$ cat src/hdl/bbc_pkg.sv
// Package for the bounding box centering block.
// Holds the configuration register codes, fixed widths and shared types.
// No dependencies.
package bbc_pkg;

    // Configuration registers are 15-bit unsigned spans.
    localparam int REG_WIDTH       = 15;
    localparam int CFG_INDEX_WIDTH = 2;

    typedef enum logic [CFG_INDEX_WIDTH-1:0] {
        CFG_FRAME_WIDTH  = 2'd0,
        CFG_FRAME_HEIGHT = 2'd1
    } t_cfg_index;

    localparam logic [REG_WIDTH-1:0] FRAME_WIDTH_RESET  = 15'd1024;
    localparam logic [REG_WIDTH-1:0] FRAME_HEIGHT_RESET = 15'd768;

    // Operation codes carried by each input point.
    typedef enum logic {
        OP_MEASURE = 1'b0,
        OP_SHIFT   = 1'b1
    } t_op;

    // Bounds update request from the stage register to the bounds tracker.
    typedef struct packed {
        logic measure;
        logic first;
    } t_bnd_upd;

endpackage

$ cat src/hdl/bbc_if.sv
// Channel interfaces for the bounding box centering block: points in,
// centered points out and configuration writes. Depends on bbc_pkg.
interface bbc_pt_if #(
    parameter int COORD_WIDTH = 16
) ();
    logic                          valid;
    logic                          ready;
    logic                          operation;
    logic                          first;
    logic signed [COORD_WIDTH-1:0] x_in;
    logic signed [COORD_WIDTH-1:0] y_in;

    modport source (output valid, output operation, output first, output x_in,
                    output y_in, input ready);
    modport sink   (input valid, input operation, input first, input x_in,
                    input y_in, output ready);
endinterface

interface bbc_res_if #(
    parameter int COORD_WIDTH = 16
) ();
    logic                          valid;
    logic                          ready;
    logic signed [COORD_WIDTH-1:0] x_out;
    logic signed [COORD_WIDTH-1:0] y_out;

    modport source (output valid, output x_out, output y_out, input ready);
    modport sink   (input valid, input x_out, input y_out, output ready);
endinterface

interface bbc_cfg_if import bbc_pkg::*; ();
    logic                       valid;
    logic                       ready;
    logic [CFG_INDEX_WIDTH-1:0] index;
    logic [REG_WIDTH-1:0]       data;

    modport source (output valid, output index, output data, input ready);
    modport sink   (input valid, input index, input data, output ready);
endinterface

$ cat src/hdl/bbc_bounds.sv
// Running min/max tracker for x and y.
// Depends on bbc_pkg for the update request type.
module bbc_bounds import bbc_pkg::*; #(
    parameter int COORD_WIDTH = 16
) (
    input  logic                          i_clk,
    input  logic                          i_rst_n,
    input  t_bnd_upd                      i_upd,
    input  logic signed [COORD_WIDTH-1:0] i_x,
    input  logic signed [COORD_WIDTH-1:0] i_y,
    output logic signed [COORD_WIDTH-1:0] o_max_x,
    output logic signed [COORD_WIDTH-1:0] o_min_x,
    output logic signed [COORD_WIDTH-1:0] o_max_y,
    output logic signed [COORD_WIDTH-1:0] o_min_y
);

    logic signed [COORD_WIDTH-1:0] r_max_x, r_min_x, r_max_y, r_min_y;
    logic signed [COORD_WIDTH-1:0] n_max_x, n_min_x, n_max_y, n_min_y;

    always_comb begin
        n_max_x = r_max_x;
        n_min_x = r_min_x;
        n_max_y = r_max_y;
        n_min_y = r_min_y;
        if (i_upd.measure) begin
            if (i_upd.first) begin
                // restart bounds from this point
                n_max_x = i_x;
                n_min_x = i_x;
                n_max_y = i_y;
                n_min_y = i_y;
            end else begin
                if (i_x > r_max_x) n_max_x = i_x;
                if (i_x < r_min_x) n_min_x = i_x;
                if (i_y > r_max_y) n_max_y = i_y;
                if (i_y < r_min_y) n_min_y = i_y;
            end
        end
    end

    always_ff @(posedge i_clk) begin
        if (!i_rst_n) begin
            r_max_x <= '0;
            r_min_x <= '0;
            r_max_y <= '0;
            r_min_y <= '0;
        end else begin
            r_max_x <= n_max_x;
            r_min_x <= n_min_x;
            r_max_y <= n_max_y;
            r_min_y <= n_min_y;
        end
    end

    assign o_max_x = r_max_x;
    assign o_min_x = r_min_x;
    assign o_max_y = r_max_y;
    assign o_min_y = r_min_y;

endmodule

$ cat src/hdl/bbc_center.sv
// One axis of the centering datapath: offset = (span - max - min) / 2,
// truncated toward zero, added to the point and saturated. Depends on bbc_pkg.
module bbc_center import bbc_pkg::*; #(
    parameter int COORD_WIDTH = 16
) (
    input  logic signed [COORD_WIDTH-1:0] i_p,
    input  logic        [REG_WIDTH-1:0]   i_span,
    input  logic signed [COORD_WIDTH-1:0] i_hi,
    input  logic signed [COORD_WIDTH-1:0] i_lo,
    output logic signed [COORD_WIDTH-1:0] o_q
);

    localparam int BASE_W = (COORD_WIDTH > REG_WIDTH) ? COORD_WIDTH : REG_WIDTH;
    localparam int SUM_W  = BASE_W + 2;

    localparam logic signed [SUM_W:0] SAT_HI =
        {{(SUM_W-COORD_WIDTH+2){1'b0}}, {(COORD_WIDTH-1){1'b1}}};
    localparam logic signed [SUM_W:0] SAT_LO =
        {{(SUM_W-COORD_WIDTH+2){1'b1}}, {(COORD_WIDTH-1){1'b0}}};

    logic signed [SUM_W-1:0] diff;
    logic signed [SUM_W-1:0] rnd;
    logic signed [SUM_W-1:0] offset;
    logic signed [SUM_W:0]   moved;

    always_comb begin
        diff   = SUM_W'(signed'({1'b0, i_span})) - SUM_W'(i_hi) - SUM_W'(i_lo);
        // add one before the shift on negative values to round toward zero
        rnd    = diff + signed'({{(SUM_W-1){1'b0}}, diff[SUM_W-1]});
        offset = rnd >>> 1;
        moved  = (SUM_W+1)'(i_p) + (SUM_W+1)'(offset);
        if (moved > SAT_HI) begin
            o_q = SAT_HI[COORD_WIDTH-1:0];
        end else if (moved < SAT_LO) begin
            o_q = SAT_LO[COORD_WIDTH-1:0];
        end else begin
            o_q = moved[COORD_WIDTH-1:0];
        end
    end

endmodule

$ cat src/hdl/bounding_box_centering.sv
// Bounding box centering of a point stream. Measure points (operation 0)
// grow the running x/y bounds, or restart them when first is set, and give
// no result. Shift points (operation 1) come back moved by
// (span - max - min) / 2 per axis, truncated toward zero and saturated to
// COORD_WIDTH bits, x centered on frame_width and y on frame_height. The
// block takes one point per cycle unless the stage stalls: a point lands in
// a stage register, where a measure updates the bounds and a shift is
// centered against the bounds left by the earlier measure points; the
// centered result is then held in an output register until the sink takes
// it, so a shift result passes the stage register and then the output
// register. The stage register and the output register together set the
// one-point-per-cycle rate; the stage stalls only when a shift result finds
// the output register full and not being drained. Configuration writes are
// taken in any cycle; index 0 is frame_width, index 1 frame_height, other
// indexes are dropped. Write them only while no point is in flight.
module bounding_box_centering import bbc_pkg::*; #(
    parameter int COORD_WIDTH = 16
) (
    input  logic      i_clk,
    input  logic      i_rst_n,
    bbc_pt_if.sink    i_pt,
    bbc_res_if.source o_res,
    bbc_cfg_if.sink   i_cfg
);

    // configuration registers
    logic [REG_WIDTH-1:0] r_frame_width;
    logic [REG_WIDTH-1:0] r_frame_height;

    // stage register
    logic                          r_stg_valid;
    t_op                           r_stg_op;
    logic                          r_stg_first;
    logic signed [COORD_WIDTH-1:0] r_stg_x;
    logic signed [COORD_WIDTH-1:0] r_stg_y;

    // output register
    logic                          r_out_valid;
    logic signed [COORD_WIDTH-1:0] r_out_x;
    logic signed [COORD_WIDTH-1:0] r_out_y;

    logic     out_free;
    logic     stg_adv;
    logic     load_out;
    t_bnd_upd bnd_upd;

    logic signed [COORD_WIDTH-1:0] max_x, min_x, max_y, min_y;
    logic signed [COORD_WIDTH-1:0] cx, cy;

    // Handshake: a measure always leaves the stage, a shift leaves only
    // when the output register is empty or being drained.
    assign out_free   = !r_out_valid || o_res.ready;
    assign stg_adv    = r_stg_valid && ((r_stg_op == OP_MEASURE) || out_free);
    assign load_out   = r_stg_valid && (r_stg_op == OP_SHIFT) && out_free;
    assign i_pt.ready = !r_stg_valid || stg_adv;
    assign i_cfg.ready = 1'b1;

    // Advance the bounds with the measure point sitting in the stage.
    assign bnd_upd.measure = r_stg_valid && (r_stg_op == OP_MEASURE);
    assign bnd_upd.first   = r_stg_first;

    bbc_bounds #(
        .COORD_WIDTH(COORD_WIDTH)
    ) u_bounds (
        .i_clk   (i_clk),
        .i_rst_n (i_rst_n),
        .i_upd   (bnd_upd),
        .i_x     (r_stg_x),
        .i_y     (r_stg_y),
        .o_max_x (max_x),
        .o_min_x (min_x),
        .o_max_y (max_y),
        .o_min_y (min_y)
    );

    bbc_center #(
        .COORD_WIDTH(COORD_WIDTH)
    ) u_center_x (
        .i_p    (r_stg_x),
        .i_span (r_frame_width),
        .i_hi   (max_x),
        .i_lo   (min_x),
        .o_q    (cx)
    );

    bbc_center #(
        .COORD_WIDTH(COORD_WIDTH)
    ) u_center_y (
        .i_p    (r_stg_y),
        .i_span (r_frame_height),
        .i_hi   (max_y),
        .i_lo   (min_y),
        .o_q    (cy)
    );

    // Configuration writes: drop indexes beyond the register list.
    always_ff @(posedge i_clk) begin
        if (!i_rst_n) begin
            r_frame_width  <= FRAME_WIDTH_RESET;
            r_frame_height <= FRAME_HEIGHT_RESET;
        end else if (i_cfg.valid && i_cfg.ready) begin
            case (t_cfg_index'(i_cfg.index))
                CFG_FRAME_WIDTH:  r_frame_width  <= i_cfg.data;
                CFG_FRAME_HEIGHT: r_frame_height <= i_cfg.data;
                default: ;
            endcase
        end
    end

    // Stage register: take a new transaction whenever the stage frees up.
    always_ff @(posedge i_clk) begin
        if (!i_rst_n) begin
            r_stg_valid <= 1'b0;
        end else if (i_pt.ready) begin
            r_stg_valid <= i_pt.valid;
        end
    end

    always_ff @(posedge i_clk) begin
        if (i_pt.valid && i_pt.ready) begin
            r_stg_op    <= t_op'(i_pt.operation);
            r_stg_first <= i_pt.first;
            r_stg_x     <= i_pt.x_in;
            r_stg_y     <= i_pt.y_in;
        end
    end

    // Output register: hold the result until the sink takes it.
    always_ff @(posedge i_clk) begin
        if (!i_rst_n) begin
            r_out_valid <= 1'b0;
        end else if (load_out) begin
            r_out_valid <= 1'b1;
        end else if (o_res.ready) begin
            r_out_valid <= 1'b0;
        end
    end

    always_ff @(posedge i_clk) begin
        if (load_out) begin
            r_out_x <= cx;
            r_out_y <= cy;
        end
    end

    assign o_res.valid = r_out_valid;
    assign o_res.x_out = r_out_x;
    assign o_res.y_out = r_out_y;

    // A new result only ever comes from a shift point leaving the stage.
    a_out_from_shift: assert property (@(posedge i_clk) disable iff (!i_rst_n)
        (r_out_valid && !$past(r_out_valid)) |->
            $past(r_stg_valid && (r_stg_op == OP_SHIFT)))
        else $error("result appeared without a shift point");

    // A stalled stage keeps its point.
    a_stage_hold: assert property (@(posedge i_clk) disable iff (!i_rst_n)
        (r_stg_valid && !stg_adv) |=>
            (r_stg_valid && $stable(r_stg_x) && $stable(r_stg_y)
             && $stable(r_stg_op)))
        else $error("stalled stage lost its point");

    // A shift point never waits while the output register is empty.
    a_no_false_stall: assert property (@(posedge i_clk) disable iff (!i_rst_n)
        (r_stg_valid && (r_stg_op == OP_SHIFT) && !r_out_valid) |=>
            r_out_valid)
        else $error("shift point stalled with an empty output register");

    // Bounds stay ordered on both axes.
    a_bounds_order: assert property (@(posedge i_clk) disable iff (!i_rst_n)
        (max_x >= min_x) && (max_y >= min_y))
        else $error("bounds out of order");

endmodule
$ cat src/flat_wrapper.sv
// flat-port wrapper written by rule: the top's interface ports become plain ports
module bounding_box_centering_flat import bbc_pkg::*;
#(
    parameter int COORD_WIDTH = 16
)
  (i_clk, i_rst_n, i_pt_valid, i_pt_operation, i_pt_first, i_pt_x_in, i_pt_y_in, i_pt_ready, o_res_valid, o_res_x_out, o_res_y_out, o_res_ready, i_cfg_valid, i_cfg_index, i_cfg_data, i_cfg_ready);
  bbc_pt_if #(.COORD_WIDTH(COORD_WIDTH)) i_pt_i ();
  bbc_res_if #(.COORD_WIDTH(COORD_WIDTH)) o_res_i ();
  bbc_cfg_if i_cfg_i ();
  input  logic i_clk;
  input  logic i_rst_n;
  input wire logic [$bits(i_pt_i.valid)-1:0] i_pt_valid;
  input wire logic [$bits(i_pt_i.operation)-1:0] i_pt_operation;
  input wire logic [$bits(i_pt_i.first)-1:0] i_pt_first;
  input wire logic [$bits(i_pt_i.x_in)-1:0] i_pt_x_in;
  input wire logic [$bits(i_pt_i.y_in)-1:0] i_pt_y_in;
  output wire logic [$bits(i_pt_i.ready)-1:0] i_pt_ready;
  output wire logic [$bits(o_res_i.valid)-1:0] o_res_valid;
  output wire logic [$bits(o_res_i.x_out)-1:0] o_res_x_out;
  output wire logic [$bits(o_res_i.y_out)-1:0] o_res_y_out;
  input wire logic [$bits(o_res_i.ready)-1:0] o_res_ready;
  input wire logic [$bits(i_cfg_i.valid)-1:0] i_cfg_valid;
  input wire logic [$bits(i_cfg_i.index)-1:0] i_cfg_index;
  input wire logic [$bits(i_cfg_i.data)-1:0] i_cfg_data;
  output wire logic [$bits(i_cfg_i.ready)-1:0] i_cfg_ready;
  assign i_pt_i.valid = i_pt_valid;
  assign i_pt_i.operation = i_pt_operation;
  assign i_pt_i.first = i_pt_first;
  assign i_pt_i.x_in = i_pt_x_in;
  assign i_pt_i.y_in = i_pt_y_in;
  assign i_pt_ready = i_pt_i.ready;
  assign o_res_valid = o_res_i.valid;
  assign o_res_x_out = o_res_i.x_out;
  assign o_res_y_out = o_res_i.y_out;
  assign o_res_i.ready = o_res_ready;
  assign i_cfg_i.valid = i_cfg_valid;
  assign i_cfg_i.index = i_cfg_index;
  assign i_cfg_i.data = i_cfg_data;
  assign i_cfg_ready = i_cfg_i.ready;
  bounding_box_centering #(.COORD_WIDTH(COORD_WIDTH)) u_core (.i_clk(i_clk), .i_rst_n(i_rst_n), .i_pt(i_pt_i), .o_res(o_res_i), .i_cfg(i_cfg_i));
endmodule
$ cat config.mk
export PLATFORM = sky130hd
export DESIGN_NAME = bounding_box_centering_flat
export DESIGN_NICKNAME = d
export VERILOG_FILES = /design/src/hdl/bbc_pkg.sv /design/src/hdl/bbc_if.sv /design/src/hdl/bbc_bounds.sv /design/src/hdl/bbc_center.sv /design/src/hdl/bounding_box_centering.sv /design/src/flat_wrapper.sv
export SDC_FILE = /design/constraint.sdc
export NUM_CORES = 1
export LEC_CHECK = 0
export BUFFER_PORTS_ARGS = -buffer_cell sky130_fd_sc_hd__clkbuf_2
export CORE_MARGIN = 3
export CORE_UTILIZATION = 35
export DETAILED_ROUTE_END_ITERATION = 10
export HOLD_SLACK_MARGIN = 0.15
export PLACE_DENSITY_LB_ADDON = 0.25
export RECOVER_POWER = 25
export SYNTH_ARGS = -nofsm -noshare
export SYNTH_HDL_FRONTEND = slang
export SYNTH_SLANG_ARGS = --single-unit
$ cat constraint.sdc
create_clock -name i_clk -period 7.04 [get_ports i_clk]
set_input_delay 0.352 -clock i_clk [delete_from_list [all_inputs] [get_ports i_clk]]
set_output_delay 0.352 -clock i_clk [all_outputs]
set_load 0.005 [all_outputs]
==> results of run 1 <==
==> per-stage QoR <==
stage / hold WS (ps) / worst slack (ps)
after floorplan: 444 / 1470
after global routing: 163 / 189
after CTS: 157 / 673
after global placement: 454 / 871
after detailed placement: 462 / 712
final: 170 / 661
==> synthesized netlist by cell type (6+ instances only) <==
cell type,instances
ha_1,146
nand2_1,136
inv_1,114
dfxtp_1,96
a21oi_1,81
edfxtp_1,66
nor2b_1,58
xnor2_1,58
o21ai_0,54
mux2i_1,50
nand3_1,49
nor2_1,49
a21o_1,41
fa_1,32
a21boi_0,30
clkbuf_1,25
xor2_1,25
o21a_1,20
nand4_1,17
a31oi_1,14
a21o_2,13
nor3_1,13
and2_1,11
and3_1,10
nand2b_1,10
a211oi_1,7
a2111oi_0,6
o31a_1,6
==> state kept, by name (all words and copies together), names as in the netlist, 16 cells and up <==
signal	flops
u_core.o_res.y_out	16
u_core.r_stg_y	16
u_core.u_bounds.o_max_y	16
u_core.u_bounds.o_max_x	16
u_core.u_bounds.o_min_y	16
u_core.o_res.x_out	16
u_core.r_stg_x	16
u_core.u_bounds.o_min_x	16
==> metal layers <==
layer / vias to the layer above / GRT usage, %
met2: 145 / 29.7
met5: - / 0
li1: 4933 / -
met4: 0 / 4.42
met3: 26 / 2.52
met1: 4588 / 22.5
==> final timing paths <==
| path | start | slack, ps | cells after the start | end |
|---|---|---|---|---|
| setup reg to reg | u_core.u_bounds.o_min_y[0] | 660 | 26 | u_core.o_res.y_out[1] |
| setup / recovery | u_core.u_bounds.o_min_y[0] | 660 | 26 | u_core.o_res.y_out[1] |
| hold reg to reg | u_core.u_bounds.o_max_x[9] | 470 | 2 | u_core.u_bounds.o_max_x[9] |
| hold / removal | i_cfg_data[6] | 170 | 3 | u_core.r_frame_width[6] |
==> power by group through the flow <==
stage | logic (W) | registers, W | clock network (W)
after floorplan | 0.00151 | 0.00117 | 0
after global placement | 0.00186 | 0.00119 | 0
after detailed placement | 0.00188 | 0.00119 | 0
after CTS | 0.00191 | 0.00117 | 0.000981
after global routing | 0.00214 | 0.00117 | 0.00102
final | 0.00190 | 0.00117 | 0.000951
==> layout make-up <==
type / count / area, sq um / area share, %
Sequential cell: 162 / 3900 / 27.5
Multi-Input combinational cell: 1016 / 7890 / 55.5
Clock inverter: 12 / 116 / 0.820
Clock buffer: 20 / 479 / 3.38
Inverter: 114 / 428 / 3.01
Tap cell: 455 / 569 / 4.01
Timing Repair Buffer: 129 / 815 / 5.74
==> worst max-delay path: stages (launching register included) <==
cell	delay [ps]
dfxtp_1	330
inv_1	70
fa_1	580
inv_1	60
ha_1	180
o21a_1	200
o21a_1	190
o2111a_1	230
nor3_1	280
a31o_2	250
o211ai_1	130
o21ai_0	190
ha_1	240
and3_1	270
o211a_1	180
o22ai_1	90
xnor2_1	220
ha_1	300
nand2_1	110
o311ai_1	100
or2_1	280
a211o_2	350
nand2_4	90
a211oi_1	70
o31a_1	330
a2111oi_4	760
o21a_1	180
==> logic make-up after synthesis <==
kind of cell / count (synthesis) / share of synthesized area [%]
XOR/XNOR: 83 / 5.89
flip-flops: 162 / 31.6
other: 1 / 0.0304
multiplexers: 50 / 4.05
AND/OR/NAND/NOR: 381 / 15.4
buffers and inverters: 148 / 4.87
AO/OA/AOI/OAI: 323 / 18.1
adder cells (fa/ha/maj): 178 / 20.0
==> repair_timing <==
| action | CTS | global route |
|---|---|---|
| buffers inserted | 0 | 0 |
| endpoints found under the hold margin | 36 | 0 |
| endpoints found under the setup margin | 0 | 0 |
| hold buffers | 36 | 0 |
==> flow_metrics.tcl, run 1 <==
set metrics [dict create \
    post_drt_via_cell_ratio 5.08 \
    core_sq_um 34600 \
    wl_mm 32.1 \
    placedCellCount 1840 \
    path_class "register to register" \
    grt_pass1_vias 9780 \
    max_slew_margin_pct -179 \
    synthCells 1326 \
    rows 68 \
    dr_wl_met2_mm 15.4 \
    leakagePower_nw 5.60 \
    highest_layer "met4" \
    grt_first_pass_wirelength_mm 51.5 \
    most-common-layout-cells "146 x ha_1, 136 x nand2_1, 114 x inv_1" \
    cap_violations 1 \
    rsz0062_at_grt "false" \
    skew_ps 9.96 \
    crit_fanout 15 \
    syn2layout_area_growth_pct 15.0 \
    synth_cell_types 81 \
    placed_cell_area_sq_um 13300 \
    status "finished, violations left" \
    io_pins 91 \
    min_period_over_period_pct 90.6 \
    cts-buffers-inserted 17 \
    p_sw_w 0.00152 \
    drt-met1-wl_mm 15.3 \
    drt_iter0_markers 469 \
    grt_max_degree 113 \
    fmax_mhz 157 \
    intPower_w 0.00250 \
    track_usage_pct 17.1 \
    synth_edf_count 66 \
    yosysSeqAreaShare_pct 31.6 \
    drtPass1Iterations 5 \
    synth-seq-cells 162 \
    nFillCells 3468 \
    finalSetupTns_ps 0 \
    critPathCaptureType "register" \
    async_reset_ff_share_pct 0 \
    yosysTopAreaCell "edfxtp_1" \
    layout_commonest_cell "ha_1" \
    power_density_nw_per_um2 283 \
    cts-root-buf "clkbuf_16" \
    pwr-share-seq_pct 29.0 \
    fin_area_sq_um 14200 \
    die_h_um 194 \
    worst_ep_required_time_ps 7350 \
    antenna_found_initial 0 \
    overflow 0 \
    hp-class "input port to register" \
    clkTransAtPathRegs_ps 70 \
    synthTopCellsByArea "edfxtp_1 16%, dfxtp_1 16%, ha_1 15%" \
    violations "max-capacitance violations, max-slew violations" \
    drc_errors 0 \
    cts_tree "built" \
    ys_warn_count 0 \
    clock_sinks 162 \
    dp_hpwl_mm 25.1 \
    start_util_pct 35.6 \
    fin_cells 1908 \
    switching_share_pct 37.8 \
    netlist.area_leader.share_pct 16.1 \
    setup_viol 0 \
    synth-main-ff-cell "dfxtp_1" \
    die_width_um 194 \
    route.vias.total 9692 \
    ctsResizeCount 0 \
    clkLatencyLatePin_ps 440 \
    finalMaxSlewViolations 113 \
    p_clk_share_pct 23.7 \
    clock_path_buffers 2 \
    nets 1674 \
    cts_max_level 4 \
    port_buffers 89 \
    syn_area_sq_um 12300 \
    dr_wl_met3_um 923 \
    hold_violations 0 \
    vdd_drop_max_uv 183 \
    tightest_slew_ps 4180 \
    total_power_w 0.00402 \
    ant_nets 0 \
    drt-wirelength-per-cell_um 16.8 \
    antenna_cells 0 \
    fin_util_pct 41.0 \
    layout-drive-gt1-share_pct 10.1 \
    cp-start-kind "register" \
    gp_congestion 0.868 \
    syn_avg_cell_area_sq_um 9.31 \
    min_period_ps 6380 \
    syn_nets 1560 \
    pwr-share-comb_pct 47.3 \
    critPathArrivalTime_ps 6690 \
    die_area_sq_um 37600 \
]
No activity file was read; power rests on OpenSTA's default activity.
==> run 2, diff against run 1 <==
--- a/config.mk
+++ b/config.mk
@@ -6,6 +6,8 @@
 export NUM_CORES = 1
 export LEC_CHECK = 0
 export BUFFER_PORTS_ARGS = -buffer_cell sky130_fd_sc_hd__clkbuf_2
+export CELL_PAD_IN_SITES_DETAIL_PLACEMENT = 0
+export CELL_PAD_IN_SITES_GLOBAL_PLACEMENT = 1
 export CORE_MARGIN = 3
 export CORE_UTILIZATION = 35
 export DETAILED_ROUTE_END_ITERATION = 10
==> run 2 against run 1 <==
The run still ends with max-capacitance violations, max-slew violations left. Clock-buffer cell count increased by 2. Core utilization is 0.27 points higher. Sequential cell count is the same. Hold slack improved by 17 ps. Cell count is 0.47% higher. Clock power rose by 3.3%. Critical path depth stayed put. Routed wire length increased by 3.6%. Register-to-register slack worse by 40 ps. Non-clock buffer count is 9 higher. Critical path type unchanged. Critical endpoint is now u_core.o_res.y_out[0]. Largest cell class unchanged.
==> flow_metrics.tcl, run 2 (same netlist as run 1, synthesis figures left out) <==
set metrics [dict create \
    crit_fanout 15 \
    nFillCells 3406 \
    max_slew_margin_pct -198 \
    path_class "register to register" \
    whs_ps 188 \
    violations "max-capacitance violations, max-slew violations" \
    io_pins 91 \
    die_h_um 194 \
    die_area_sq_um 37600 \
    layout_commonest_cell "ha_1" \
    route.vias.total 9667 \
    clock_sinks 162 \
    start_util_pct 35.6 \
    leakagePower_nw 5.69 \
    core_sq_um 34600 \
    layout-drive-gt1-share_pct 11.0 \
    grt_max_degree 113 \
    crit_path_top_delay_cell "a2111oi_4" \
    status "finished, violations left" \
    die_width_um 194 \
    cts-buffers-inserted 17 \
    cts_tree "built" \
    crit_buf_inv 2 \
    rows 68 \
    worst_ep_required_time_ps 7350 \
    antenna_cells 0 \
    skew_ps 11.2 \
    drtPass1Iterations 5 \
    critPathTopFamily "compound AO/OA/AOI/OAI gates" \
    drc_errors 0 \
    finalSetupTns_ps 0 \
    port_buffers 89 \
    post_drt_via_cell_ratio 5.04 \
    hp-class "input port to register" \
    hold_violations 0 \
    grt_pass1_vias 9853 \
    clkLatencyLatePin_ps 440 \
    cts-root-buf "clkbuf_16" \
    power_density_nw_per_um2 285 \
    fmax_mhz 156 \
    critPathArrivalTime_ps 6730 \
    ctsResizeCount 0 \
    ant_nets 0 \
    track_usage_pct 18.1 \
    gp_congestion 0.813 \
    overflow 0 \
    setup_viol 0 \
    syn2layout_area_growth_pct 15.8 \
    grt_first_pass_wirelength_mm 54.0 \
    cap_violations 1 \
    dp_hpwl_mm 26.1 \
    critPathCaptureType "register" \
    min_period_over_period_pct 91.2 \
    finalMaxSlewViolations 113 \
    nets 1683 \
    wl_mm 33.2 \
    clock_path_buffers 2 \
    clkTransAtPathRegs_ps 70 \
    tightest_slew_ps 4470 \
    cp-start-kind "register" \
    crit_path_max_incr_delay_ps 750 \
    rsz0062_at_grt "false" \
    vdd_drop_max_uv 148 \
    min_period_ps 6420 \
    drt_iter0_markers 484 \
    drt-wirelength-per-cell_um 17.3 \
    most-common-layout-cells "146 x ha_1, 136 x nand2_1, 114 x inv_1" \
    cts_max_level 4 \
    antenna_found_initial 0 \
]
run 2: area by class of cell:
| type | count | area, sq um | share of cell area, % |
|---|---|---|---|
| clock buffers | 22 | 539 | 3.77 |
| clock inverters | 10 | 77.6 | 0.543 |
| inverters | 114 | 428 | 2.99 |
| multi-input cells | 1016 | 7870 | 55.0 |
| flip-flops and latches | 162 | 3900 | 27.3 |
| well taps | 455 | 569 | 3.98 |
| repair buffers | 138 | 907 | 6.35 |
run 2: report_power, final:
part	switching [W]	total (W)	internal, W
sequential	0.0000509	0.00117	0.00112
combinational	0.00107	0.00192	0.000852
clock	0.000429	0.000982	0.000553
run 2: per-layer routing:
| layer | track usage (%) | share of wire (%) |
|---|---|---|
| met2 | 33.1 | 51 |
| met1 | 21.7 | 44 |
| met5 | 0 | 0 |
| met4 | 5.14 | 2.2 |
| met3 | 3.28 | 3.1 |
run 2: metrics by stage:
step	cells	worst slack [ps]	util [%]	instance area, sq um	total power, W
after floorplan	1326	1470	-	12300	0.00268
after global placement	1844	800	38.3	13300	0.00309
after detailed placement	1844	633	38.3	13300	0.00309
after CTS	1917	592	41.3	14300	0.00412
after global routing	1917	102	41.3	14300	0.00441
final	1917	618	41.3	14300	0.00408
run 2: final timing paths:
| check | from | to | cells past startpoint | slack [ps] |
|---|---|---|---|---|
| worst max-delay path | u_core.u_bounds.o_min_y[0] | u_core.o_res.y_out[0] | 26 | 620 |
| worst min-delay path | i_cfg_data[8] | u_core.r_frame_width[8] | 3 | 190 |
| worst max register to register | u_core.u_bounds.o_min_y[0] | u_core.o_res.y_out[0] | 26 | 620 |
| worst min register to register | u_core.u_bounds.o_max_x[10] | u_core.u_bounds.o_max_x[10] | 2 | 470 |
run 2: worst register-to-register path: cells and delay by family, from the launching register on:
family                     cells  cell delay [ps]
and+or+nand+nor                5             1040
xor gates and xnor gates       1              210
adders and majority gates      4             1310
DFF                            1              350
AOI/OAI and AO/OA             14             3250
buffers and inverters          2              130
run 2: what timing repair did:
action,4_1_cts,5_1_grt
hold buffers,41,0
endpoints found under the hold margin,46,0
setup buffers,0,0
==> run 3, diff against run 2 <==
--- a/config.mk
+++ b/config.mk
@@ -12,7 +12,7 @@
 export CORE_UTILIZATION = 35
 export DETAILED_ROUTE_END_ITERATION = 10
 export HOLD_SLACK_MARGIN = 0.15
-export PLACE_DENSITY_LB_ADDON = 0.25
+export PLACE_DENSITY_LB_ADDON = 0.1
 export RECOVER_POWER = 25
 export SYNTH_ARGS = -nofsm -noshare
 export SYNTH_HDL_FRONTEND = slang
==> run 3 against run 2 <==
The flow still finishes with violations (max-capacitance violations, max-slew violations). Routed wire length up 3.5%. Sequential share of layout area about the same. Global-route usage up 0.70 points. Maximum frequency up 0.97%. Largest power group unchanged. Highest routed layer unchanged.
==> flow_metrics.tcl, run 3 (same netlist as run 1, synthesis figures left out) <==
set metrics [dict create \
    tightest_slew_ps 4580 \
    post_drt_via_cell_ratio 5.01 \
    r2r_slack_ps 680 \
    core_sq_um 34600 \
    grt_pass1_vias 10000 \
    clkLatencyLatePin_ps 460 \
    cp-endpoint "u_core.o_res.y_out[14]" \
    ant_nets 0 \
    setup_slack_ps 680 \
    pwr-share-seq_pct 28.4 \
    vdd_drop_max_uv 188 \
    clkTransAtPathRegs_ps 70 \
    rr_worst_depth 26 \
    cts-buffers-inserted 17 \
    cap_violations 1 \
    grt_max_degree 113 \
    track_usage_pct 18.8 \
    violations "max-capacitance violations, max-slew violations" \
    drt-wirelength-per-cell_um 18.0 \
    worst_ep_required_time_ps 7250 \
    antenna_cells 0 \
    min_period_ps 6360 \
    min_period_over_period_pct 90.3 \
    overflow 0 \
    fmax_mhz 157 \
    antenna_found_initial 0 \
    dp_slack_ps 710 \
    gp_congestion 0.810 \
    drc_errors 0 \
    skew_ps 12.4 \
    port_buffers 89 \
    power_density_nw_per_um2 289 \
    setup_viol 0 \
    rows 68 \
    start_util_pct 35.6 \
    die_area_sq_um 37600 \
    status "finished, violations left" \
    layout_commonest_cell "ha_1" \
    regToRegStartpoint "u_core.u_bounds.o_min_y[0]" \
    path_class "register to register" \
    critPathCaptureType "register" \
    ctsResizeCount 0 \
    nets 1681 \
    critPathArrivalTime_ps 6570 \
    die_width_um 194 \
    cp-start-kind "register" \
    intPower_w 0.00256 \
    total_power_w 0.00413 \
    register_area_sq_um 3900 \
    cts-root-buf "clkbuf_16" \
    pwr-share-comb_pct 47.1 \
    dp_hpwl_mm 27.0 \
    multi_input_area_sq_um 7870 \
    startpoint "u_core.u_bounds.o_min_y[0]" \
    route.vias.total 9585 \
    drt_iter0_markers 410 \
    cts_max_level 4 \
    p_clk_share_pct 24.5 \
    hp-class "input port to register" \
    crit_fanout 15 \
    grt_first_pass_wirelength_mm 55.5 \
    wl_mm 34.4 \
    rsz0062_at_grt "false" \
    hold_violations 0 \
    syn2layout_area_growth_pct 15.6 \
    fin_area_sq_um 14300 \
    fin_util_pct 41.2 \
    drtPass1Iterations 5 \
    leakagePower_nw 5.67 \
    max_slew_margin_pct -205 \
    die_h_um 194 \
    io_pins 91 \
    p_sw_w 0.00157 \
    layout-drive-gt1-share_pct 11.0 \
    min_path_cells 3 \
    clock_sinks 162 \
    nFillCells 3478 \
    placed_cell_area_sq_um 13300 \
    r2r-end "u_core.o_res.y_out[14]" \
    most-common-layout-cells "146 x ha_1, 136 x nand2_1, 114 x inv_1" \
    finalSetupTns_ps 0 \
    clock_path_buffers 2 \
    finalMaxSlewViolations 113 \
    switching_share_pct 38.0 \
    cts_tree "built" \
]
==> run 3: cell count changes in the layout (fill, tap and decap cells not counted) <==
cell           before  now
buf_4               7    8
clkbuf_16          21   19
dlygate4sd3_1      41   38
bufinv_16           0    2
inv_6               4    0
clkbuf_1            5    7
clkinv_4            1    3
==> run 3: metrics by stage <==
stage	hold WS, ps	instances
2_1_floorplan	444	1326
4_1_cts	150	1915
5_1_grt	176	1915
3_3_place_gp	458	1845
3_5_place_dp	462	1845
6_report	171	1915
==> run 3: repair_timing <==
action | 4_1_cts | 5_1_grt
hold buffers | 38 | 0
endpoints found under the setup margin | 0 | 0
setup buffers | 0 | 0
hold endpoints to repair | 40 | 0
==> run 3: worst min path at each step <==
stage | start | to | slack (ps)
3_5_place_dp | u_core.u_bounds.o_max_x[11] | u_core.u_bounds.o_max_x[11] | 460
3_3_place_gp | u_core.u_bounds.o_max_x[7] | u_core.u_bounds.o_max_x[7] | 460
6_report | i_cfg_data[12] | u_core.r_frame_width[12] | 170
5_1_grt | i_cfg_data[8] | u_core.r_frame_width[8] | 180
2_1_floorplan | u_core.u_bounds.o_max_x[10] | u_core.u_bounds.o_max_x[10] | 440
4_1_cts | i_cfg_data[8] | u_core.r_frame_width[8] | 150
==> run 3: worst max-delay path, stage by stage, from the launching register on <==
cell and delay, ps:
dfxtp_1 350, inv_1 80, fa_1 570, inv_1 50, ha_1 170, o21a_1 180
o21a_1 190, o2111a_1 230, nor3_1 290, a31o_2 250, o211ai_1 110, o21ai_0 200
ha_1 270, and3_1 260, o211a_1 170, o22ai_1 80, xnor2_1 150, ha_1 330
nand2_1 100, a2111oi_0 400, or2_1 210, a211o_2 180, nand2_4 60, a2111oi_0 440
nor2_1 90, o22a_1 410, a21o_2 280
==> run 3: final cells by class <==
| cell class | count | area share (%) |
|---|---|---|
| Clock inverter | 10 | 0.842 |
| Timing Repair Buffer | 136 | 6.20 |
| Tap cell | 455 | 3.99 |
| Sequential cell | 162 | 27.4 |
| Multi-Input combinational cell | 1016 | 55.1 |
| Inverter | 114 | 3.00 |
| Clock buffer | 22 | 3.48 |
==> run 3: power groups by stage <==
stage / combinational (W) / sequential (W) / clock (W)
after floorplan: 0.00151 / 0.00117 / 0
after global routing: 0.00220 / 0.00118 / 0.00108
final: 0.00194 / 0.00117 / 0.00101
after detailed placement: 0.00193 / 0.00120 / 0
after global placement: 0.00193 / 0.00120 / 0
after CTS: 0.00196 / 0.00118 / 0.00104
==> run 3: routing by layer <==
layer / GRT usage [%] / part of all wire, % / up-vias
met1: 22.7 / 45 / 4524
met4: 4.93 / 1.8 / 0
met3: 2.88 / 1.9 / 27
met5: 0 / 0 / -
li1: - / - / 4941
met2: 34.7 / 52 / 93
